### src/hw/rtl/tqwps_pkg.sv
// Package for the two-queue weighted priority server: codes, types and defaults.
package tqwps_pkg;

    localparam int unsigned QUEUE_DEPTH_DEF = 16;
    localparam int unsigned TAG_WIDTH_DEF   = 16;

    localparam int unsigned LIMIT_WIDTH = 4;
    localparam int unsigned CMD_WIDTH   = 2;
    localparam int unsigned STAT_WIDTH  = 2;

    localparam logic [LIMIT_WIDTH-1:0] BURST_RESET = 4'd3;
    localparam logic [LIMIT_WIDTH-1:0] RUN_MAX     = 4'd15;

    // command codes; code 3 decodes as serve
    localparam logic [CMD_WIDTH-1:0] CMD_ENQ_NORMAL   = 2'd0;
    localparam logic [CMD_WIDTH-1:0] CMD_ENQ_PRIORITY = 2'd1;
    localparam logic [CMD_WIDTH-1:0] CMD_SERVE        = 2'd2;
    localparam logic [CMD_WIDTH-1:0] CMD_SERVE_ALT    = 2'd3;

    localparam logic [STAT_WIDTH-1:0] STAT_ENQUEUED = 2'd0;
    localparam logic [STAT_WIDTH-1:0] STAT_DROPPED  = 2'd1;
    localparam logic [STAT_WIDTH-1:0] STAT_SERVED   = 2'd2;
    localparam logic [STAT_WIDTH-1:0] STAT_EMPTY    = 2'd3;

    typedef enum logic {
        ST_IDLE,
        ST_READ
    } state_t;

endpackage

### src/hw/rtl/tqwps_ram.sv
// Generic single-port synchronous RAM with registered read.
module tqwps_ram #(
    parameter int unsigned WIDTH = 16,
    parameter int unsigned DEPTH = 16
) (
    input  logic                     aclk,
    input  logic                     we,
    input  logic [$clog2(DEPTH)-1:0] addr,
    input  logic [WIDTH-1:0]         wdata,
    output logic [WIDTH-1:0]         rdata
);

    logic [WIDTH-1:0] mem [DEPTH];

    always_ff @(posedge aclk) begin
        if (we) begin
            mem[addr] <= wdata;
        end
        rdata <= mem[addr];
    end

endmodule

### src/hw/rtl/tqwps_ctrl.sv
// Queue pointers, arbitration, memory addressing and the result register.
module tqwps_ctrl #(
    parameter int unsigned QUEUE_DEPTH = tqwps_pkg::QUEUE_DEPTH_DEF,
    parameter int unsigned TAG_WIDTH   = tqwps_pkg::TAG_WIDTH_DEF,
    localparam int unsigned AW = $clog2(QUEUE_DEPTH),
    localparam int unsigned CW = $clog2(QUEUE_DEPTH + 1)
) (
    input  logic                             aclk,
    input  logic                             aresetn,
    input  logic                             cfg_wr_en,
    input  logic [tqwps_pkg::LIMIT_WIDTH-1:0] cfg_wr_data,
    input  logic                             s_tvalid,
    output logic                             s_tready,
    input  logic [TAG_WIDTH-1:0]             s_tag,
    input  logic [tqwps_pkg::CMD_WIDTH-1:0]  s_cmd,
    output logic                             m_tvalid,
    input  logic                             m_tready,
    output logic [TAG_WIDTH-1:0]             m_tag,
    output logic [tqwps_pkg::STAT_WIDTH-1:0] m_status,
    output logic                             m_from_pri,
    output logic                             pri_we,
    output logic [AW-1:0]                    pri_addr,
    input  logic [TAG_WIDTH-1:0]             pri_rdata,
    output logic                             nrm_we,
    output logic [AW-1:0]                    nrm_addr,
    input  logic [TAG_WIDTH-1:0]             nrm_rdata
);

    localparam logic [CW-1:0] FULL_CNT = CW'(QUEUE_DEPTH);
    localparam logic [AW:0]   DEPTH_W  = (AW + 1)'(QUEUE_DEPTH);
    localparam logic [AW-1:0] LAST_IDX = AW'(QUEUE_DEPTH - 1);

    tqwps_pkg::state_t state_reg, state_next;

    logic [AW-1:0] pri_head_reg, nrm_head_reg;
    logic [CW-1:0] pri_cnt_reg, nrm_cnt_reg;
    logic [tqwps_pkg::LIMIT_WIDTH-1:0] run_reg, limit_reg;
    logic          src_pri_reg;

    logic                             out_valid_reg;
    logic [TAG_WIDTH-1:0]             out_tag_reg;
    logic [tqwps_pkg::STAT_WIDTH-1:0] out_status_reg;
    logic                             out_pri_reg;

    logic accept, serve, pri_ne, nrm_ne, take_pri, take_nrm;
    logic pri_full, nrm_full, enq_pri, enq_nrm;
    logic [AW-1:0] pri_tail, nrm_tail, pri_head_inc, nrm_head_inc;
    logic [AW:0]   pri_sum, nrm_sum;

    assign serve    = s_cmd inside {tqwps_pkg::CMD_SERVE, tqwps_pkg::CMD_SERVE_ALT};
    assign pri_ne   = pri_cnt_reg != '0;
    assign nrm_ne   = nrm_cnt_reg != '0;
    assign pri_full = pri_cnt_reg == FULL_CNT;
    assign nrm_full = nrm_cnt_reg == FULL_CNT;
    // burst not used up takes priority first; empty normal queue falls back to priority
    assign take_pri = serve && pri_ne && ((run_reg < limit_reg) || !nrm_ne);
    assign take_nrm = serve && !take_pri && nrm_ne;
    assign enq_pri  = !serve && (s_cmd == tqwps_pkg::CMD_ENQ_PRIORITY) && !pri_full;
    assign enq_nrm  = !serve && (s_cmd == tqwps_pkg::CMD_ENQ_NORMAL) && !nrm_full;

    // tail = (head + count) mod depth, sum stays below twice the depth
    assign pri_sum  = (AW + 1)'(pri_head_reg) + (AW + 1)'(pri_cnt_reg);
    assign nrm_sum  = (AW + 1)'(nrm_head_reg) + (AW + 1)'(nrm_cnt_reg);
    assign pri_tail = (pri_sum >= DEPTH_W) ? AW'(pri_sum - DEPTH_W) : AW'(pri_sum);
    assign nrm_tail = (nrm_sum >= DEPTH_W) ? AW'(nrm_sum - DEPTH_W) : AW'(nrm_sum);
    assign pri_head_inc = (pri_head_reg == LAST_IDX) ? '0 : pri_head_reg + 1'b1;
    assign nrm_head_inc = (nrm_head_reg == LAST_IDX) ? '0 : nrm_head_reg + 1'b1;

    // next state
    always_comb begin
        state_next = state_reg;
        case (state_reg)
            tqwps_pkg::ST_IDLE: begin
                if (accept && (take_pri || take_nrm)) begin
                    state_next = tqwps_pkg::ST_READ;
                end
            end
            tqwps_pkg::ST_READ: state_next = tqwps_pkg::ST_IDLE;
            default:            state_next = tqwps_pkg::ST_IDLE;
        endcase
    end

    // outputs
    always_comb begin
        s_tready = 1'b0;
        case (state_reg)
            tqwps_pkg::ST_IDLE: s_tready = !out_valid_reg || m_tready;
            tqwps_pkg::ST_READ: s_tready = 1'b0;
            default:            s_tready = 1'b0;
        endcase
        accept   = s_tvalid && s_tready;
        pri_we   = accept && enq_pri;
        nrm_we   = accept && enq_nrm;
        pri_addr = serve ? pri_head_reg : pri_tail;
        nrm_addr = serve ? nrm_head_reg : nrm_tail;
    end

    always_ff @(posedge aclk) begin
        if (!aresetn) begin
            state_reg     <= tqwps_pkg::ST_IDLE;
            pri_head_reg  <= '0;
            nrm_head_reg  <= '0;
            pri_cnt_reg   <= '0;
            nrm_cnt_reg   <= '0;
            run_reg       <= '0;
            limit_reg     <= tqwps_pkg::BURST_RESET;
            out_valid_reg <= 1'b0;
        end else begin
            state_reg <= state_next;
            if (cfg_wr_en) begin
                limit_reg <= cfg_wr_data;
            end
            // result is ready at once unless a tag has to be read first
            if (accept && !(take_pri || take_nrm)) begin
                out_valid_reg <= 1'b1;
            end else if (state_reg == tqwps_pkg::ST_READ) begin
                out_valid_reg <= 1'b1;
            end else if (m_tready) begin
                out_valid_reg <= 1'b0;
            end
            if (accept) begin
                if (enq_pri) begin
                    pri_cnt_reg <= pri_cnt_reg + 1'b1;
                end
                if (enq_nrm) begin
                    nrm_cnt_reg <= nrm_cnt_reg + 1'b1;
                end
                if (take_pri) begin
                    pri_head_reg <= pri_head_inc;
                    pri_cnt_reg  <= pri_cnt_reg - 1'b1;
                    if (run_reg != tqwps_pkg::RUN_MAX) begin
                        run_reg <= run_reg + 1'b1;
                    end
                end
                if (take_nrm) begin
                    nrm_head_reg <= nrm_head_inc;
                    nrm_cnt_reg  <= nrm_cnt_reg - 1'b1;
                    run_reg      <= '0;
                end
            end
        end
    end

    // payload, no reset
    always_ff @(posedge aclk) begin
        if (accept) begin
            src_pri_reg <= take_pri;
            out_tag_reg <= '0;
            out_pri_reg <= 1'b0;
            if (serve) begin
                out_status_reg <= tqwps_pkg::STAT_EMPTY;
            end else if (enq_pri || enq_nrm) begin
                out_status_reg <= tqwps_pkg::STAT_ENQUEUED;
            end else begin
                out_status_reg <= tqwps_pkg::STAT_DROPPED;
            end
        end
        if (state_reg == tqwps_pkg::ST_READ) begin
            out_tag_reg    <= src_pri_reg ? pri_rdata : nrm_rdata;
            out_pri_reg    <= src_pri_reg;
            out_status_reg <= tqwps_pkg::STAT_SERVED;
        end
    end

    assign m_tvalid   = out_valid_reg;
    assign m_tag      = out_tag_reg;
    assign m_status   = out_status_reg;
    assign m_from_pri = out_pri_reg;

endmodule

### src/hw/rtl/two_queue_weighted_priority_server_unit.sv
// Two-queue weighted priority server: top level with the two tag memories.
//
// Each transfer on the s_ side is one command and yields exactly one transfer on
// the m_ side. Enqueue commands write the tag at the queue tail and register the
// status (enqueued or dropped when full) at once. A serve that finds an item must
// wait for the registered read of the tag memories: the head is read at
// acceptance and the served tag is registered in the following cycle. A serve with
// both queues empty registers its status at once, like an enqueue.
// A new command is taken once the result register is empty or being drained and
// no tag read is in progress; with m_tready high that is one enqueue per cycle.
// The burst limit may be written through cfg_wr_en/cfg_wr_data while the block is
// idle. The memories need no clearing: only occupied entries are ever returned.
module two_queue_weighted_priority_server_unit #(
    parameter int unsigned QUEUE_DEPTH = tqwps_pkg::QUEUE_DEPTH_DEF,
    parameter int unsigned TAG_WIDTH   = tqwps_pkg::TAG_WIDTH_DEF,
    localparam int unsigned DATA_WIDTH = ((TAG_WIDTH + 7) / 8) * 8
) (
    input  logic                              aclk,
    input  logic                              aresetn,
    input  logic                              cfg_wr_en,
    input  logic [tqwps_pkg::LIMIT_WIDTH-1:0] cfg_wr_data, // burst_limit
    input  logic                              s_tvalid,
    output logic                              s_tready,
    input  logic [DATA_WIDTH-1:0]             s_tdata,     // item_tag
    input  logic [tqwps_pkg::CMD_WIDTH-1:0]   s_tuser,     // command
    output logic                              m_tvalid,
    input  logic                              m_tready,
    output logic [DATA_WIDTH-1:0]             m_tdata,     // served_tag
    output logic [2:0]                        m_tuser      // status, served_from_priority
);

    localparam int unsigned AW = $clog2(QUEUE_DEPTH);

    logic                             pri_we, nrm_we;
    logic [AW-1:0]                    pri_addr, nrm_addr;
    logic [TAG_WIDTH-1:0]             pri_rdata, nrm_rdata, m_tag;
    logic [tqwps_pkg::STAT_WIDTH-1:0] m_status;
    logic                             m_from_pri;

    tqwps_ctrl #(
        .QUEUE_DEPTH (QUEUE_DEPTH),
        .TAG_WIDTH   (TAG_WIDTH)
    ) u_ctrl (
        .aclk        (aclk),
        .aresetn     (aresetn),
        .cfg_wr_en   (cfg_wr_en),
        .cfg_wr_data (cfg_wr_data),
        .s_tvalid    (s_tvalid),
        .s_tready    (s_tready),
        .s_tag       (s_tdata[TAG_WIDTH-1:0]),
        .s_cmd       (s_tuser),
        .m_tvalid    (m_tvalid),
        .m_tready    (m_tready),
        .m_tag       (m_tag),
        .m_status    (m_status),
        .m_from_pri  (m_from_pri),
        .pri_we      (pri_we),
        .pri_addr    (pri_addr),
        .pri_rdata   (pri_rdata),
        .nrm_we      (nrm_we),
        .nrm_addr    (nrm_addr),
        .nrm_rdata   (nrm_rdata)
    );

    tqwps_ram #(
        .WIDTH (TAG_WIDTH),
        .DEPTH (QUEUE_DEPTH)
    ) u_pri_ram (
        .aclk  (aclk),
        .we    (pri_we),
        .addr  (pri_addr),
        .wdata (s_tdata[TAG_WIDTH-1:0]),
        .rdata (pri_rdata)
    );

    tqwps_ram #(
        .WIDTH (TAG_WIDTH),
        .DEPTH (QUEUE_DEPTH)
    ) u_nrm_ram (
        .aclk  (aclk),
        .we    (nrm_we),
        .addr  (nrm_addr),
        .wdata (s_tdata[TAG_WIDTH-1:0]),
        .rdata (nrm_rdata)
    );

    assign m_tdata = DATA_WIDTH'(m_tag);
    assign m_tuser = {m_from_pri, m_status};

endmodule

### config.mk
export PLATFORM = sky130hd
export DESIGN_NAME = two_queue_weighted_priority_server_unit
export DESIGN_NICKNAME = d
export VERILOG_FILES = /design/src/hw/rtl/tqwps_pkg.sv /design/src/hw/rtl/tqwps_ram.sv /design/src/hw/rtl/tqwps_ctrl.sv /design/src/hw/rtl/two_queue_weighted_priority_server_unit.sv
export SDC_FILE = /design/constraint.sdc
export NUM_CORES = 1
export LEC_CHECK = 0
export BUFFER_PORTS_ARGS = -buffer_cell sky130_fd_sc_hd__buf_4
export CORE_ASPECT_RATIO = 1.2
export CORE_MARGIN = 2
export CORE_UTILIZATION = 39
export DETAILED_ROUTE_END_ITERATION = 7
export PLACE_DENSITY = 0.51
export SYNTH_ARGS = -nofsm -noshare
export SYNTH_HDL_FRONTEND = slang
export SYNTH_HIERARCHICAL = 1
export SYNTH_SLANG_ARGS = --single-unit
export TNS_END_PERCENT = 5
### constraint.sdc
create_clock -name aclk -period 4.2 [get_ports aclk]
set_input_delay 0.42 -clock aclk [delete_from_list [all_inputs] [get_ports aclk]]
set_output_delay 0.42 -clock aclk [all_outputs]
set_load 0.02 [all_outputs]
==> results of run 1 <==
==> critical path: cells and delay by family (launching register included) <==
kind	cells	cell delay, ns
adders and majority gates	2	0.57
xor gates and xnor gates	1	0.16
AOI/OAI and AO/OA	1	0.67
DFF	1	0.43
buffers and inverters	1	0.06
and+or+nand+nor	2	1.23
==> placed cells by master (no fill, tap or decap), drive strengths merged, types with 13 or more instances in the layout <==
| cell type | n |
|---|---|
| mux2i | 31 |
| inv | 21 |
| clkinv | 20 |
| a22oi | 64 |
| buf | 107 |
| edfxtp | 530 |
| nand2 | 63 |
| a21oi | 19 |
| o21ai | 14 |
| nor2 | 50 |
| mux4 | 128 |
| ha | 18 |
| clkbuf | 76 |
| nand2b | 14 |
| dfxtp | 62 |
| nand3 | 13 |
==> Yosys cell counts (3+ instances only) <==
cell type,number
buf_2,4
or3_1,3
nand3_1,13
dfxtp_1,62
o22ai_1,4
o211ai_1,3
inv_1,20
nor3_1,11
buf_6,7
edfxtp_1,530
nand2b_1,14
fa_1,4
ha_1,18
clkbuf_1,38
a21oi_1,17
mux4_2,113
nor2b_1,4
buf_12,3
buf_4,5
nor2_1,50
xnor2_1,3
mux2i_1,31
and2_1,5
xor2_1,6
o21ai_0,11
nand3b_1,4
nand2_1,63
a22oi_1,64
a21o_1,7
mux4_1,15
==> layout make-up <==
type	instances	area, um^2	area share, %
sequential	592	17160	65.02
clock inverter	32	319.1	1.209
timing repair buffer	107	840.8	3.187
clock buffer	76	1602	6.070
inverter	20	75.07	0.2845
multi-input combinational	494	5464	20.71
tap	742	928.4	3.519
==> logic make-up after synthesis <==
logic type | Yosys count | synth area share [%]
and+or+nand+nor | 175 | 3.485
xor gates and xnor gates | 9 | 0.3436
DFF | 592 | 74.77
muxes | 161 | 14.26
adders and majority gates | 22 | 1.331
buffers and inverters | 79 | 1.838
AOI/OAI and AO/OA | 127 | 3.970
==> power breakdown <==
| group | internal, mW | switching [mW] |
|---|---|---|
| Combinational | 0.572 | 0.748 |
| Clock | 3.05 | 2.17 |
| Sequential | 6.56 | 0.106 |
==> layer usage <==
layer	global-route usage, %	share of wire, %	vias to the layer above	routed length [um]
met5	0	0	-	0
met3	2.484	3.9	60	2042
met2	28.54	49	241	25790
li1	-	-	4957	-
met1	25.12	46	5963	24190
met4	4.461	1.9	0	1017
==> worst max path at each step <==
| stage | from | endpoint | depth (start not counted) |
|---|---|---|---|
| after floorplan | s_tuser[1] | u_nrm_ram/mem[0][0] | 5 |
| after detailed placement | u_ctrl/nrm_head_reg[0] | u_nrm_ram/mem[13][9] | 8 |
| after global routing | u_ctrl/nrm_cnt_reg[0] | u_nrm_ram/mem[14][9] | 7 |
| after global placement | u_ctrl/nrm_head_reg[0] | u_nrm_ram/mem[14][11] | 7 |
| final | u_ctrl/nrm_head_reg[0] | u_nrm_ram/mem[14][9] | 7 |
| after CTS | u_ctrl/nrm_head_reg[0] | u_nrm_ram/mem[13][2] | 8 |
==> impl_metrics.py, run 1 <==
metrics = {
    "clock_network": {
        "htree_levels": 2,
        "cts_tree": "yes",
        "insertion_delay_ns": 0.61,
        "cts_resized": 0,
        "cts_root_buffer": "clkbuf_16",
        "cts_buffer_depth": 3,
        "cts_sinks": 592,
        "cts_made_buffers": 57,
        "path_clk_slew_ns": 0.06,
        "cts_hold_buf": 0,
        "post_cts.repair.setup_buffers": 0,
    },
    "worst_setup_path": {
        "r2r_end": "u_nrm_ram/mem[14][9]",
        "crit_path_max_incr_delay_ns": 0.88,
        "r2r_cells": 7,
        "crit_arrival_ns": 3.74,
        "crit_fanout": 16,
        "startpoint_type": "flip-flop",
        "r2r_start": "u_ctrl/nrm_head_reg[0]",
        "worstSetupEndpointType": "flip-flop",
        "worstPathRequired_ns": 4.43,
        "cpMaxStageDelayCell": "nor2_2",
        "reg2reg_slack_ns": 0.69,
        "crit_chain": "ha_1 > inv_1 > fa_1 > xor2_1 > o21ai_0 > nand3_1 > nor2_2",
        "path_class": "flip-flop to flip-flop",
    },
    "timing": {
        "fin_crit_ns": 3.510,
        "maxSlewViolCount": 0,
        "fin_hold_ws_ns": 0.04434,
        "grt_setup_unrepaired": "no",
        "worst_slack_ns": 0.6904,
        "hold_viol": 0,
        "setup-tns-final_ns": 0,
        "clock_skew_ns": 0.01851,
        "timing_worst_slew_pin_value_ns": 1.020,
        "relSlewSlack_pct": 31.92,
        "setup_violations": 0,
        "fmax_mhz": 284.9,
        "period_share_pct": 83.56,
    },
    "hold_path": {
        "hold_start": "cfg_wr_data[0]",
        "hold_end": "u_ctrl/limit_reg[0]",
        "whs_path_depth": 3,
        "hp-class": "primary input to flip-flop",
    },
    "power": {
        "peakVddDrop_v": 0.0002499,
        "powerDensity_nw_per_um2": 500.5,
        "p_leak_nw": 8.636,
        "p_total_mw": 13.21,
    },
    "finish": {
        "finalNetCount": 1321,
        "area_delta_synth_final_pct": 15.00,
        "n_fill_cell": 4947,
        "final_util_pct": 45.29,
        "drive_gt1_share_pct": 25.81,
        "fin_cells": 2063,
        "insertedDiodeCount": 0,
        "stdcell_area_um2": 26390,
        "largestRegisters": "u_nrm_ram/mem: 256 flops, u_pri_ram/mem: 256 flops",
    },
    "placed_design": {
        "dpl_cell_area_um2": 24460,
        "routabilityCongestion": 0.7608,
        "dp_hpwl_mm": 32.31,
        "post-place-ws_ns": 0.6906,
        "dp.cells": 1955,
        "portBuffers": 47,
    },
    "grt": {
        "grt_max_degree": 46,
        "antenna_found_initial": 0,
        "grt_pass1_vias": 11460,
        "grt_overflow_total": 0,
        "grt_pass1_wl_mm": 77.90,
        "grt_use_total_pct": 17.60,
    },
    "synth": {
        "yosysSeqAreaShare_pct": 74.77,
        "syn_area_um2": 22940,
        "synth_seq_cells": 592,
        "synth_nets": 1214,
        "synthTopCellsByArea": "edfxtp_1, mux4_2, dfxtp_1, a22oi_1, mux4_1",
        "ys_types": 55,
        "avgSynthCellArea_um2": 19.69,
        "synth-edff-count": 530,
        "ys.flop_type": "edfxtp_1",
        "synth_top_area_share_pct": 69.36,
        "synth_top_cell_by_area": "edfxtp_1",
        "yosysWarnings": 6,
        "async_flop_share_pct": 0,
        "syn_inst": 1165,
    },
    "die": {
        "core_area_um2": 58260,
        "num_rows": 97,
        "ios": 48,
        "die_area_um2": 60800,
        "die_h_um": 269.7,
        "die_x_um": 225.4,
        "initial_core_util_pct": 39.39,
    },
    "route": {
        "drc": 0,
        "wirelength_mm": 53.03,
        "drt_iter0_markers": 964,
        "via_per_inst": 5.439,
        "vias": 11220,
        "antenna_left": 0,
        "avgRoutedWirePerCell_um": 25.71,
        "first_pass_iters": 5,
    },
    "outcome": {
        "outcome": "finished, final reports clean",
    },
    "run": {
        "cap_viol_max_count": 0,
    },
}
Power figures use the tool's default switching activity.
==> run 2, diff against run 1 <==
--- a/config.mk
+++ b/config.mk
@@ -10,7 +10,7 @@
 export CORE_MARGIN = 2
 export CORE_UTILIZATION = 39
 export DETAILED_ROUTE_END_ITERATION = 7
-export PLACE_DENSITY = 0.51
+export PLACE_DENSITY = 0.53
 export SYNTH_ARGS = -nofsm -noshare
 export SYNTH_HDL_FRONTEND = slang
 export SYNTH_HIERARCHICAL = 1
==> constraint.sdc (replaced) <==
create_clock -name aclk -period 3 [get_ports aclk]
set_input_delay 0.3 -clock aclk [delete_from_list [all_inputs] [get_ports aclk]]
set_output_delay 0.3 -clock aclk [all_outputs]
set_load 0.02 [all_outputs]
==> run 2 against run 1 <==
Compared with the run above:
- utilization rose by 1.6 points
- wire length decreased by 1.7%
- die area did not move
- worst hold slack improved by 0.037 ns
- sequential power up 40%
- worst setup slack worse by 0.51 ns
- sequential share of layout area down 2.2 points
- combinational power increased by 48%
- final area increased by 3.5%
- critical path type unchanged
- critical endpoint is now u_nrm_ram/mem[14][12]
==> impl_metrics.py, run 2 (same netlist as run 1, synthesis figures left out) <==
metrics = {
    "outcome": {
        "outcome": "finished, final reports clean",
    },
    "finish": {
        "finalNetCount": 1370,
        "layout_common_cells": "edfxtp_1, mux4_2, buf_4, a22oi_1, nand2_1",
        "largestRegisters": "u_nrm_ram/mem: 256 flops, u_pri_ram/mem: 256 flops",
        "fin_cells": 2112,
        "insertedDiodeCount": 0,
        "mostFrequentLayoutCell": "edfxtp_1",
        "area_delta_synth_final_pct": 19.04,
        "drive_gt1_share_pct": 28.25,
    },
    "die": {
        "die_area_um2": 60800,
        "num_rows": 97,
        "die_x_um": 225.4,
        "die_h_um": 269.7,
        "core_area_um2": 58260,
        "ios": 48,
        "initial_core_util_pct": 39.39,
    },
    "grt": {
        "grt_pass1_vias": 11820,
        "grt_max_degree": 35,
        "grt_pass1_wl_mm": 77.65,
        "grt_overflow_total": 0,
        "antenna_found_initial": 0,
        "grt_use_total_pct": 17.50,
    },
    "timing": {
        "period_share_pct": 93.99,
        "maxSlewViolCount": 0,
        "fin_hold_ws_ns": 0.08170,
        "grt_setup_unrepaired": "yes",
        "timing_worst_slew_pin_value_ns": 0.9491,
        "relSlewSlack_pct": 36.73,
        "fmax_mhz": 354.6,
        "hold_viol": 0,
        "worst_slack_ns": 0.1803,
        "setup_violations": 0,
        "fin_crit_ns": 2.820,
        "clock_skew_ns": 0.02477,
    },
    "hold_path": {
        "hp-class": "primary input to flip-flop",
        "whs_path_depth": 3,
        "hold_end": "u_ctrl/nrm_cnt_reg[3]",
        "hold_start": "aresetn",
    },
    "worst_setup_path": {
        "startpoint_type": "flip-flop",
        "r2r_cells": 9,
        "crit_fanout": 13,
        "r2r_start": "u_ctrl/nrm_cnt_reg[1]",
        "reg2reg_slack_ns": 0.18,
        "r2r_end": "u_nrm_ram/mem[14][12]",
        "crit_arrival_ns": 3.15,
        "path_class": "flip-flop to flip-flop",
        "worstPathRequired_ns": 3.33,
        "worstSetupEndpointType": "flip-flop",
    },
    "route": {
        "antenna_left": 0,
        "first_pass_iters": 4,
        "avgRoutedWirePerCell_um": 24.68,
        "via_per_inst": 5.384,
        "drt_iter0_markers": 836,
        "drc": 0,
        "wirelength_mm": 52.13,
        "vias": 11370,
    },
    "placed_design": {
        "routabilityCongestion": 0.7707,
        "portBuffers": 47,
        "post-place-ws_ns": 0.07030,
        "dp.cells": 1991,
        "dp_hpwl_mm": 32.83,
    },
    "clock_network": {
        "cts_sinks": 592,
        "insertion_delay_ns": 0.64,
        "htree_levels": 2,
        "cts_tree": "yes",
        "cts_root_buffer": "clkbuf_16",
        "cts_made_buffers": 58,
        "cts_buffer_depth": 3,
        "path_clk_slew_ns": 0.06,
    },
    "power": {
        "powerDensity_nw_per_um2": 695.6,
        "peakVddDrop_v": 0.0004688,
        "p_total_mw": 19.00,
        "p_leak_nw": 9.025,
    },
    "run": {
        "cap_viol_max_count": 0,
    },
}
==> run 2: changes by cell type in the layout (fill, tap and decap cells not counted), moves of 2 or more <==
cell,before,now
buf_12,3,33
buf_4,104,110
bufinv_16,6,8
clkbuf_8,4,7
clkinv_1,6,3
clkinv_2,14,11
clkinv_8,0,2
clkinvlp_4,5,2
dlygate4sd3_1,0,12
inv_16,0,2
nor2_1,40,38
nor2_2,10,12
xor2_1,6,4
xor2_2,0,2
==> run 2: what timing repair did <==
action	CTS	global route
setup endpoints to repair	0	255
hold endpoints to repair	5	0
setup buffers	0	0
gates resized for setup	0	4
hold buffers	12	0
==> run 2: how the worst max path moves through the flow <==
stage / from / to / slack (ns) / cells after the start
3_3_place_gp: u_ctrl/nrm_cnt_reg[1] / u_nrm_ram/mem[14][9] / 0.12 / 9
5_1_grt: u_ctrl/limit_reg[1] / u_ctrl/pri_cnt_reg[4] / -0.05 / 11
6_report: u_ctrl/nrm_cnt_reg[1] / u_nrm_ram/mem[14][12] / 0.18 / 9
2_1_floorplan: u_ctrl/nrm_cnt_reg[1] / u_nrm_ram/mem[0][0] / -0.41 / 8
3_5_place_dp: u_ctrl/nrm_cnt_reg[1] / u_nrm_ram/mem[14][9] / 0.07 / 9
4_1_cts: u_ctrl/nrm_cnt_reg[1] / u_nrm_ram/mem[14][12] / 0.05 / 9
==> run 2: cell type report <==
class	count	area, um^2
repair buffers	155	1607
well taps	742	928.4
clock buffers	79	1643
flip-flops and latches	592	17160
fillers	4862	30940
inverters	20	75.07
clock inverters	30	411.6
multi-input cells	494	5490
==> run 2: critical path, cell delays in order, from the launching register on <==
cell	delay, ns
dfxtp_1	0.45
ha_1	0.27
a21o_1	0.17
a21oi_1	0.16
xor2_1	0.08
nor2_1	0.18
xor2_2	0.42
nand3_1	0.27
nor2_1	0.31
buf_12	0.20
==> run 2: where the power goes <==
part | internal, mW | switching, mW | leakage [nW] | total, mW
Sequential | 9.19 | 0.145 | 5.30 | 9.33
Clock | 4.56 | 3.15 | 1.01 | 7.71
Combinational | 0.900 | 1.06 | 2.71 | 1.96
==> run 2: through the flow <==
stage / util [%] / TNS, ns / instance area [um^2]
6_report: 46.88 / 0 / 27310
5_1_grt: 46.88 / -0.1090 / 27310
3_3_place_gp: 43.11 / 0 / 25120
2_1_floorplan: - / -33.68 / 22950
4_1_cts: 46.84 / 0 / 27290
3_5_place_dp: 43.11 / 0 / 25120
==> run 2: metal layers <==
metal	up-vias	GRT usage [%]	wire [um]
met5	-	0	0
met4	0	4.636	1077
met3	67	2.495	2003
met2	248	28.46	25660
met1	5988	24.80	23390
li1	5067	-	-
==> run 3, diff against run 2 <==
--- a/config.mk
+++ b/config.mk
@@ -9,8 +9,10 @@
 export CORE_ASPECT_RATIO = 1.2
 export CORE_MARGIN = 2
 export CORE_UTILIZATION = 39
+export CTS_CLUSTER_SIZE = 14
 export DETAILED_ROUTE_END_ITERATION = 7
-export PLACE_DENSITY = 0.53
+export PLACE_DENSITY = 0.51
+export SLEW_MARGIN = 5
 export SYNTH_ARGS = -nofsm -noshare
 export SYNTH_HDL_FRONTEND = slang
 export SYNTH_HIERARCHICAL = 1
==> constraint.sdc (replaced) <==
create_clock -name aclk -period 3.5 [get_ports aclk]
set_input_delay 0.35 -clock aclk [delete_from_list [all_inputs] [get_ports aclk]]
set_output_delay 0.35 -clock aclk [all_outputs]
set_load 0.02 [all_outputs]
==> run 3 against run 2 <==
Compared with the run above:
- power shrank 18%
- critical path depth shrank 1
- final area shrank 2.6%
- die area is the same
- via count shrank 0.37%
- critical endpoint is now u_pri_ram/mem[7][5]
- largest power group unchanged
==> impl_metrics.py, run 3 (same netlist as run 1, synthesis figures left out) <==
metrics = {
    "worst_setup_path": {
        "path_class": "flip-flop to flip-flop",
        "worstSetupEndpointType": "flip-flop",
        "startpoint_type": "flip-flop",
        "crit_arrival_ns": 3.47,
        "crit_fanout": 16,
        "worstPathRequired_ns": 3.79,
    },
    "timing": {
        "grt_setup_unrepaired": "no",
        "relSlewSlack_pct": 32.31,
        "period_share_pct": 90.89,
        "fin_hold_ws_ns": 0.04524,
        "fin_crit_ns": 3.181,
        "maxSlewViolCount": 0,
        "hold_viol": 0,
        "clock_skew_ns": 0.01589,
        "setup_violations": 0,
        "timing_worst_slew_pin_value_ns": 1.015,
        "fmax_mhz": 314.3,
        "setup-tns-final_ns": 0,
    },
    "clock_network": {
        "insertion_delay_ns": 0.61,
        "htree_levels": 2,
        "path_clk_slew_ns": 0.06,
        "cts_sinks": 592,
        "cts_root_buffer": "clkbuf_16",
        "cts_made_buffers": 57,
        "post_cts.repair.setup_buffers": 0,
        "cts_tree": "yes",
        "cts_buffer_depth": 3,
        "cts_resized": 0,
        "cts_hold_buf": 8,
    },
    "power": {
        "powerDensity_nw_per_um2": 587.1,
        "combPwrFrac_pct": 10.3,
        "internal_power_mw": 11.99,
        "clkPwrFrac_pct": 38.3,
        "p_leak_nw": 8.763,
        "peakVddDrop_v": 0.0002792,
        "p_total_mw": 15.62,
        "power.switching_mw": 3.632,
        "p_seq_share_pct": 51.4,
        "power_switching_share_pct": 23.25,
    },
    "die": {
        "ios": 48,
        "die_area_um2": 60800,
        "die_h_um": 269.7,
        "initial_core_util_pct": 39.39,
        "die_x_um": 225.4,
        "core_area_um2": 58260,
        "num_rows": 97,
    },
    "grt": {
        "grt_overflow_total": 0,
        "grt_use_total_pct": 17.69,
        "grt_pass1_vias": 11750,
        "grt_max_degree": 59,
        "grt_pass1_wl_mm": 78.36,
        "antenna_found_initial": 0,
    },
    "route": {
        "antenna_left": 0,
        "drt_iter0_markers": 827,
        "via_per_inst": 5.397,
        "drc": 0,
        "wirelength_mm": 53.03,
        "first_pass_iters": 5,
        "avgRoutedWirePerCell_um": 25.26,
        "vias": 11330,
    },
    "hold_path": {
        "hp-class": "primary input to flip-flop",
    },
    "placed_design": {
        "routabilityCongestion": 0.7603,
        "portBuffers": 47,
        "dp_hpwl_mm": 33.23,
    },
    "finish": {
        "mostFrequentLayoutCell": "edfxtp_1",
        "finalNetCount": 1356,
        "layout_common_cells": "edfxtp_1, buf_4, mux4_2, a22oi_1, nand2_1",
        "drive_gt1_share_pct": 26.35,
        "area_delta_synth_final_pct": 15.96,
        "largestRegisters": "u_nrm_ram/mem: 256 flops, u_pri_ram/mem: 256 flops",
    },
    "outcome": {
        "outcome": "finished, final reports clean",
    },
    "run": {
        "cap_viol_max_count": 0,
    },
}
-- run 3: cell types whose count changed in the layout (fill, tap and decap cells not counted), sizes merged --
cell         delta
bufinv          -5
buf             -9
diode           +2
clkbuf          +2
clkinv          +3
dlygate4sd3     -4
clkinvlp        +1
inv             -3
-- run 3: cell type report --
type	instances	area [um^2]
clock buffer	81	1599
antenna	2	5.005
timing repair buffer	142	1174
clock inverter	26	203.9
inverter	20	75.07
fill	4926	31650
multi-input combinational	494	5464
tap	742	928.4
sequential	592	17160
-- run 3: power groups by stage --
stage	clock [mW]	sequential, mW	combinational (mW)
floorplan	0	8.12	1.06
global placement	0	8.19	1.62
detailed placement	0	8.19	1.62
CTS	6.13	8.04	1.63
global route	6.41	8.04	1.74
finish	5.98	8.03	1.61
-- run 3: layer usage --
layer  vias to the layer above  GRT usage [%]  wire [um]  share of wire (%)
met5                         -              0          0                  0
met4                         0          4.827       1182                2.2
met3                        73          3.258       2831                5.3
met2                       301          28.89      26050                 49
met1                      5919          24.40      22960                 43
li1                       5035              -          -                  -
-- run 3: final timing paths --
check	start	endpoint	slack, ns	depth (start not counted)
max	u_ctrl/pri_head_reg[0]	u_pri_ram/mem[7][5]	0.32	8
min	cfg_wr_en	u_ctrl/limit_reg[3]	0.05	3
max reg2reg	u_ctrl/pri_head_reg[0]	u_pri_ram/mem[7][5]	0.32	8
min reg2reg	u_ctrl/m_status[1]	u_ctrl/m_status[1]	0.47	1
-- run 3: metrics by stage --
stage / std cells / utilization, % / setup WS (ns) / cell area (um^2)
finish: 2099 / 45.67 / 0.3187 / 26610
CTS: 2097 / 45.66 / 0.3563 / 26600
floorplan: 1165 / - / 0.08635 / 22940
detailed placement: 1982 / 42.43 / 0.3727 / 24720
global placement: 1982 / 42.43 / 0.4050 / 24720
global route: 2097 / 45.66 / 0.1482 / 26600
-- run 3: critical path, stage by stage, from the launching register on --
cell      delay (ns)
dfxtp_1         0.42
ha_1            0.20
inv_1           0.05
fa_1            0.37
xor2_1          0.15
o21ai_0         0.77
nand3b_1        0.39
nor2_2          0.20
buf_4           0.31
